<file path="config.mk">
export PLATFORM = sky130hd
export DESIGN_NAME = stx_etx_frame_receiver_core
export DESIGN_NICKNAME = d
export VERILOG_FILES = /design/src/rtl/core/sefr_pkg.sv /design/src/rtl/core/sefr_front.sv /design/src/rtl/core/sefr_cmd_fifo.sv /design/src/rtl/core/sefr_back.sv /design/src/rtl/core/stx_etx_frame_receiver_core.sv
export SDC_FILE = /design/constraint.sdc
export NUM_CORES = 2
export LEC_CHECK = 0
export ABC_AREA = 1
export CAP_MARGIN = 10
export CORE_MARGIN = 8
export CORE_UTILIZATION = 30
export CTS_CLUSTER_DIAMETER = 200
export CTS_CLUSTER_SIZE = 28
export DETAILED_ROUTE_END_ITERATION = 8
export DONT_BUFFER_PORTS = 1
export SYNTH_ARGS = -nofsm -noshare
export SYNTH_HDL_FRONTEND = slang
export SYNTH_SLANG_ARGS = --single-unit
</file>
<file path="constraint.sdc">
create_clock -name aclk -period 9.65 [get_ports aclk]
set_input_delay 1.93 -clock aclk [delete_from_list [all_inputs] [get_ports aclk]]
set_output_delay 1.93 -clock aclk [all_outputs]
set_load 0.02 [all_outputs]
</file>
<file path="src/rtl/core/sefr_pkg.sv">
// Shared types, constants and helpers for the STX/ETX frame receiver.
package sefr_pkg;

    localparam int PAYLOAD_DEPTH = 256;
    localparam int ADDR_W        = (PAYLOAD_DEPTH > 1) ? $clog2(PAYLOAD_DEPTH) : 1;
    localparam int S_TDATA_W     = 16;
    localparam int M_TDATA_W     = 24;
    localparam int FIFO_DEPTH    = 4;
    localparam int FIFO_PTR_W    = $clog2(FIFO_DEPTH);

    localparam logic [7:0] START_BYTE = 8'h02;
    localparam logic [7:0] END_BYTE   = 8'h03;

    localparam logic REQ_RX = 1'b0;
    localparam logic REQ_RD = 1'b1;

    localparam logic [2:0] PHC_START = 3'd0;
    localparam logic [2:0] PHC_LEN   = 3'd1;
    localparam logic [2:0] PHC_DATA  = 3'd2;
    localparam logic [2:0] PHC_SUM   = 3'd3;
    localparam logic [2:0] PHC_END   = 3'd4;

    typedef enum logic [4:0] {
        PH_START = 5'b00001,
        PH_LEN   = 5'b00010,
        PH_DATA  = 5'b00100,
        PH_SUM   = 5'b01000,
        PH_END   = 5'b10000
    } phase_t;

    typedef enum logic [1:0] {
        EV_NONE = 2'd0,
        EV_OK   = 2'd1,
        EV_SUM  = 2'd2,
        EV_END  = 2'd3
    } ev_t;

    typedef struct packed {
        logic              wr_en;
        logic              rd_en;
        logic [ADDR_W-1:0] addr;
        logic [7:0]        wdata;
        ev_t               ev;
        logic [7:0]        frame_length;
        logic [2:0]        phase_code;
    } cmd_t;

    function automatic logic [2:0] phase_code(input phase_t p);
        logic [2:0] c;
        unique case (p)
            PH_LEN:  c = PHC_LEN;
            PH_DATA: c = PHC_DATA;
            PH_SUM:  c = PHC_SUM;
            PH_END:  c = PHC_END;
            default: c = PHC_START;
        endcase
        return c;
    endfunction

endpackage

</file>
<file path="src/rtl/core/sefr_front.sv">
// Front end: accepts requests, steps the frame phase machine, issues commands.
module sefr_front (
    input  logic                               aclk,
    input  logic                               aresetn,
    input  logic                               s_tvalid,
    output logic                               s_tready,
    input  logic [sefr_pkg::S_TDATA_W-1:0]     s_tdata,  // data_byte[7:0], read_index[15:8]
    input  logic                               s_tuser,  // req_type[0]
    input  logic                               fifo_full,
    output logic                               push,
    output sefr_pkg::cmd_t                     cmd
);
    import sefr_pkg::*;

    phase_t     phase_reg, phase_next;
    logic [7:0] xor_reg, xor_next;
    logic [7:0] count_reg, count_next;
    logic [7:0] expected_reg, expected_next;
    logic [7:0] acc_len_reg, acc_len_next;
    logic [7:0] b;
    logic [7:0] idx;
    ev_t        ev;
    logic       wr;

    assign b        = s_tdata[7:0];
    assign idx      = s_tdata[15:8];
    assign s_tready = ~fifo_full;
    assign push     = s_tvalid & s_tready;

    always_comb begin
        phase_next    = phase_reg;
        xor_next      = xor_reg;
        count_next    = count_reg;
        expected_next = expected_reg;
        acc_len_next  = acc_len_reg;
        ev            = EV_NONE;
        wr            = 1'b0;
        if (s_tuser == REQ_RX) begin
            unique case (phase_reg)
                PH_LEN: begin
                    expected_next = b;
                    phase_next    = (b != 8'd0) ? PH_DATA : PH_SUM;
                end
                PH_DATA: begin
                    wr         = ({1'b0, count_reg} < 9'(PAYLOAD_DEPTH));
                    xor_next   = xor_reg ^ b;
                    count_next = count_reg + 8'd1;
                    if (count_next == expected_reg) begin
                        phase_next = PH_SUM;
                    end
                end
                PH_SUM: begin
                    if (b == xor_reg) begin
                        phase_next = PH_END;
                    end else begin
                        phase_next = PH_START;
                        ev         = EV_SUM;
                    end
                end
                PH_END: begin
                    if (b == END_BYTE) begin
                        acc_len_next = count_reg;
                        ev           = EV_OK;
                    end else begin
                        ev = EV_END;
                    end
                    phase_next = PH_START;
                end
                default: begin
                    if (b == START_BYTE) begin
                        count_next    = 8'd0;
                        expected_next = 8'd0;
                        xor_next      = 8'd0;
                        phase_next    = PH_LEN;
                    end else begin
                        phase_next = PH_START;
                    end
                end
            endcase
        end
    end

    always_comb begin
        cmd.wr_en        = wr;
        cmd.rd_en        = (s_tuser == REQ_RD) && (idx < acc_len_reg)
                           && ({1'b0, idx} < 9'(PAYLOAD_DEPTH));
        cmd.addr         = (s_tuser == REQ_RD) ? idx[ADDR_W-1:0] : count_reg[ADDR_W-1:0];
        cmd.wdata        = b;
        cmd.ev           = ev;
        cmd.frame_length = acc_len_next;
        cmd.phase_code   = phase_code(phase_next);
    end

    always_ff @(posedge aclk) begin
        if (!aresetn) begin
            phase_reg    <= PH_START;
            xor_reg      <= 8'd0;
            count_reg    <= 8'd0;
            expected_reg <= 8'd0;
            acc_len_reg  <= 8'd0;
        end else if (push) begin
            phase_reg    <= phase_next;
            xor_reg      <= xor_next;
            count_reg    <= count_next;
            expected_reg <= expected_next;
            acc_len_reg  <= acc_len_next;
        end
    end

endmodule

</file>
<file path="src/rtl/core/sefr_cmd_fifo.sv">
// Short command queue between the front end and the back end.
module sefr_cmd_fifo (
    input  logic           aclk,
    input  logic           aresetn,
    input  logic           push,
    input  sefr_pkg::cmd_t cmd_in,
    input  logic           pop,
    output sefr_pkg::cmd_t cmd_out,
    output logic           full,
    output logic           empty
);
    import sefr_pkg::*;

    cmd_t                  entry_reg [FIFO_DEPTH];
    logic [FIFO_PTR_W-1:0] wr_ptr_reg, rd_ptr_reg;
    logic [FIFO_PTR_W:0]   count_reg, count_next;

    assign full    = (count_reg == (FIFO_PTR_W+1)'(FIFO_DEPTH));
    assign empty   = (count_reg == '0);
    assign cmd_out = entry_reg[rd_ptr_reg];

    always_comb begin
        count_next = count_reg;
        if (push && !pop) begin
            count_next = count_reg + 1'b1;
        end else if (pop && !push) begin
            count_next = count_reg - 1'b1;
        end
    end

    always_ff @(posedge aclk) begin
        if (push) begin
            entry_reg[wr_ptr_reg] <= cmd_in;
        end
    end

    always_ff @(posedge aclk) begin
        if (!aresetn) begin
            wr_ptr_reg <= '0;
            rd_ptr_reg <= '0;
            count_reg  <= '0;
        end else begin
            if (push) begin
                wr_ptr_reg <= wr_ptr_reg + 1'b1;
            end
            if (pop) begin
                rd_ptr_reg <= rd_ptr_reg + 1'b1;
            end
            count_reg <= count_next;
        end
    end

endmodule

</file>
<file path="src/rtl/core/sefr_back.sv">
// Back end: payload memory access and the registered result stage.
module sefr_back (
    input  logic                           aclk,
    input  logic                           aresetn,
    input  logic                           cmd_avail,
    input  sefr_pkg::cmd_t                 cmd,
    output logic                           pop,
    output logic                           m_tvalid,
    input  logic                           m_tready,
    output logic [sefr_pkg::M_TDATA_W-1:0] m_tdata  // event_res[1:0], frame_length[9:2],
                                                    // read_data[17:10], phase_now[20:18]
);
    import sefr_pkg::*;

    logic [7:0] mem [PAYLOAD_DEPTH];
    logic       out_valid_reg;
    ev_t        ev_reg;
    logic [7:0] len_reg;
    logic [2:0] phc_reg;
    logic       rd_sel_reg;
    logic [7:0] rd_data_reg;
    logic [7:0] rd_out;

    assign pop      = cmd_avail && (!out_valid_reg || m_tready);
    assign m_tvalid = out_valid_reg;
    assign rd_out   = rd_sel_reg ? rd_data_reg : 8'd0;
    assign m_tdata  = {3'b000, phc_reg, rd_out, len_reg, ev_reg};

    always_ff @(posedge aclk) begin
        if (pop && cmd.wr_en) begin
            mem[cmd.addr] <= cmd.wdata;
        end
        if (pop && cmd.rd_en) begin
            rd_data_reg <= mem[cmd.addr];
        end
    end

    always_ff @(posedge aclk) begin
        if (pop) begin
            ev_reg     <= cmd.ev;
            len_reg    <= cmd.frame_length;
            phc_reg    <= cmd.phase_code;
            rd_sel_reg <= cmd.rd_en;
        end
    end

    always_ff @(posedge aclk) begin
        if (!aresetn) begin
            out_valid_reg <= 1'b0;
        end else if (pop) begin
            out_valid_reg <= 1'b1;
        end else if (m_tready) begin
            out_valid_reg <= 1'b0;
        end
    end

endmodule

</file>
<file path="src/rtl/core/stx_etx_frame_receiver_core.sv">
// Top level of the STX/ETX frame receiver: front end, command queue, back end.
//
//  Channel  Dir  Data                                           Side band
//  s_       in   data_byte[7:0] read_index[15:8]                tuser: req_type
//  m_       out  event_res[1:0] frame_length[9:2]               -
//                read_data[17:10] phase_now[20:18]
//
//  One request per cycle sustained while the result side keeps the queue from filling;
//  a result passes through the command queue, then the registered result stage.
//  Reset (aresetn low, synchronous) clears phase, checksum, counts and queue;
//  payload memory contents stay undefined until written.
//  A stalled output fills the four-entry queue, then s_tready drops.
module stx_etx_frame_receiver_core (
    input  logic                           aclk,
    input  logic                           aresetn,
    input  logic                           s_tvalid,
    output logic                           s_tready,
    input  logic [sefr_pkg::S_TDATA_W-1:0] s_tdata,  // data_byte[7:0], read_index[15:8]
    input  logic                           s_tuser,  // req_type[0]
    output logic                           m_tvalid,
    input  logic                           m_tready,
    output logic [sefr_pkg::M_TDATA_W-1:0] m_tdata   // event_res[1:0], frame_length[9:2],
                                                     // read_data[17:10], phase_now[20:18]
);
    import sefr_pkg::*;

    cmd_t cmd_in, cmd_out;
    logic push, pop, full, empty;

    sefr_front u_front (
        .aclk      (aclk),
        .aresetn   (aresetn),
        .s_tvalid  (s_tvalid),
        .s_tready  (s_tready),
        .s_tdata   (s_tdata),
        .s_tuser   (s_tuser),
        .fifo_full (full),
        .push      (push),
        .cmd       (cmd_in)
    );

    sefr_cmd_fifo u_fifo (
        .aclk    (aclk),
        .aresetn (aresetn),
        .push    (push),
        .cmd_in  (cmd_in),
        .pop     (pop),
        .cmd_out (cmd_out),
        .full    (full),
        .empty   (empty)
    );

    sefr_back u_back (
        .aclk      (aclk),
        .aresetn   (aresetn),
        .cmd_avail (~empty),
        .cmd       (cmd_out),
        .pop       (pop),
        .m_tvalid  (m_tvalid),
        .m_tready  (m_tready),
        .m_tdata   (m_tdata)
    );

endmodule

</file>
==> impl_metrics.json <==
{
  "status": "finished clean",
  "grt_setup_unrepaired": "no",
  "coreArea_sq_um": 317000,
  "firstDrtPassIters": 6,
  "netlist.area_leader.share_pct": 69.2,
  "worstSetupEndpointType": "register",
  "cap_violations": 0,
  "crit_type": "reg2reg",
  "arrival_ps": 5840,
  "p_clk_share_pct": 14.4,
  "cts_sinks": 2241,
  "antenna_found_initial": 8,
  "clockBufferDepth": 3,
  "start_util_pct": 30.0,
  "avgSynthCellArea_sq_um": 10.4,
  "boundaryPins": 47,
  "dr.first_iter.drc_count": 7376,
  "fp.dieArea_sq_um": 336000,
  "yosys.area.top_type": "edfxtp_1",
  "synth-edff-count": 2194,
  "port_buffers": 0,
  "grtUsageTotal_pct": 15.4,
  "ctsHoldBuffers": 0,
  "drc": 0,
  "yosysUniqueCellTypes": 41,
  "slew-limit-headroom_pct": 21.3,
  "ys_warn_count": 0,
  "cts_made_buffers": 90,
  "start_kind": "register",
  "clkLatencyLatePin_ps": 780,
  "gp_congestion": 0.818,
  "syn_inst": 9151,
  "combPwrFrac_pct": 45.7,
  "viasPerCell": 4.92,
  "routedWlPerCell_um": 20.7,
  "die_h_um": 579,
  "grt_start_max_net_pins": 188,
  "cts_resized": 0,
  "h-tree-depth": 3,
  "ir_drop_mv": 0.519,
  "layout.nets": 8807,
  "yosys_most_used_dff": "edfxtp_1",
  "drive_above_1_share_pct": 2.79,
  "switching_share_pct": 45.3,
  "slew_viol_final": 0,
  "path_clk_slew_ps": 110,
  "finalClockSkew_ps": 37.5,
  "die_w_um": 579,
  "dpl_cell_area_sq_um": 99300,
  "routed_wl_um": 269000,
  "fin_crit_sh_pct": 56.3,
  "antenna_left": 0,
  "setup_viol": 0,
  "fin_area_sq_um": 102000,
  "grt_first_pass_wirelength_um": 397000,
  "yosysSeqAreaShare_pct": 70.2,
  "hold_viol_final": 0,
  "hpwl_um": 143000,
  "tightest_slew_ps": 1180,
  "post_cts.repair.setup_buffers": 0,
  "cts_tree": "built",
  "async_flop_share_pct": 0,
  "row_count": 207,
  "seqPwrFrac_pct": 39.9,
  "ff2ff_path_depth": 10,
  "grt_pass1_vias": 59511,
  "vias": 63781,
  "synth-seq-cells": 2241,
  "power.density_nw_per_um2": 318,
  "synth_area_sq_um": 95200,
  "required_ps": 10050,
  "hold_depth": 1,
  "syn2layout_area_growth_pct": 6.78,
  "critPathMaxFanout": 141,
  "synth_area_leaders": "edfxtp_1 (69%), nand2_1 (17%), nand3_1 (5.8%)",
  "finalCriticalPeriod_ps": 5440,
  "final_core_util_pct": 32.1,
  "intPower_mw": 17.7,
  "cts_root_buf": "clkbuf_16",
  "fmax_mhz": 184,
  "p_sw_mw": 14.7,
  "p_leak_nw": 38.4,
  "n_fill_cell": 32170,
  "overflow": 0,
  "hp-class": "reg2reg",
  "largest_reg_flops": 2048
}
-- worst max-delay path: stages (launching register included) --
cell     delay, ps
dfxtp_1        310
buf_4          230
inv_2          520
nand3_4        600
buf_12         430
a21oi_4        280
buf_12         550
inv_2           60
nor2_2         250
nand2_2        730
nor2_1         880
-- Yosys cell counts (all sizes together) (2+ instances only) --
cell type  number
a32oi           4
nor4            2
a21oi          47
xor2           11
nand3b          3
inv            84
nand3        1101
a22oi          21
edfxtp       2194
ha             13
clkbuf        260
buf           311
o21ai          96
o21bai          2
nand2        4214
o22ai          21
dfxtp          47
nand4          10
nor2          692
nor3            7
a31oi           2
o211ai          2
-- per-layer routing --
layer  up-vias  track usage, %  share of wire [%]
li1      29766               -                  -
met1     31180            21.4                 43
met2      2439            24.9                 46
met3       384            2.11                7.5
met4        12            4.75                3.4
met5         -               0              0.034
-- cell families (layout without fill, tap and decap cells) --
logic type / count (synthesis) / after routing / synth area share [%]
fa+ha+maj: 14 / 14 / 0.192
compound gates: 197 / 197 / 1.17
simple gates: 6030 / 6030 / 25.3
flops: 2241 / 2241 / 70.2
buf+inv: 656 / 288 / 3.01
xor+xnor: 12 / 12 / 0.110
other cells: 1 / 4 / 0.00394
-- path summary, 6_finish.rpt --
check	startpoint	end	slack, ps
worst max register to register	register	u_back.mem[206][1]	4210
worst min-delay path	u_fifo.rd_ptr_reg[0]	u_fifo.rd_ptr_reg[0]	490
worst min register to register	u_fifo.rd_ptr_reg[0]	u_fifo.rd_ptr_reg[0]	490
worst max-delay path	register	u_back.mem[206][1]	4210
-- placed cells by master, fill, tap and decap left out, types with 2 or more instances in the layout --
cell / netlist / final
nand2_1: 4208 / 4196
edfxtp_1: 2194 / 2194
nand3_1: 1101 / 1099
nor2_1: 688 / 682
o21ai_0: 92 / 92
clkbuf_16: 0 / 91
inv_1: 79 / 79
buf_4: 14 / 71
dfxtp_1: 47 / 46
a21oi_1: 44 / 44
buf_12: 0 / 27
a22oi_1: 21 / 21
o22ai_1: 21 / 13
ha_1: 13 / 13
nand2_2: 1 / 12
xor2_1: 11 / 11
nand4_1: 10 / 10
o22ai_4: 0 / 8
clkbuf_1: 260 / 8
nor2_4: 0 / 7
nor3_1: 5 / 5
a32oi_1: 4 / 4
o21ai_1: 4 / 4
nand2_4: 5 / 4
a21oi_4: 0 / 3
inv_6: 0 / 3
nor2_2: 4 / 3
nand3b_1: 3 / 3
conb_1: 1 / 3
inv_2: 4 / 2
nand3_4: 0 / 2
nand2_8: 0 / 2
o21bai_1: 2 / 2
nor4_1: 2 / 2
o211ai_1: 2 / 2
clkinv_8: 0 / 2
-- area by class of cell --
type	instances	area (sq um)	area share [%]
Clock buffer	99	2310	2.27
Tap cell	4180	5230	5.14
Multi-Input combinational cell	6256	25800	25.4
Clock inverter	6	100	0.0984
Inverter	85	334	0.329
Antenna cell	1	2.50	0.00246
Timing Repair Buffer	98	1070	1.06
Sequential cell	2241	66800	65.7
-- metrics by stage --
| step | power (mW) | worst slack [ps] | hold slack [ps] | TNS (ps) | std cells |
|---|---|---|---|---|---|
| 3_3_place_gp | 27.8 | 4280 | 460 | 0 | 12860 |
| 3_5_place_dp | 27.9 | 4250 | 467 | 0 | 12860 |
| 2_1_floorplan | 22.7 | -14.6 | 436 | -3730 | 9153 |
| 5_1_grt | 34.1 | 3890 | 511 | 0 | 12965 |
| 6_report | 32.4 | 4210 | 490 | 0 | 12966 |
| 4_1_cts | 32.4 | 4240 | 489 | 0 | 12965 |
-- power groups by stage --
stage                     registers [mW]  clock network, mW  logic, mW
after floorplan                     13.6                  0       9.08
after global placement              13.1                  0       14.7
after detailed placement            13.1                  0       14.7
after CTS                           12.9               4.74       14.8
after global routing                12.9               5.02       16.1
final                               12.9               4.67       14.8
Power figures use the tool's default switching activity.
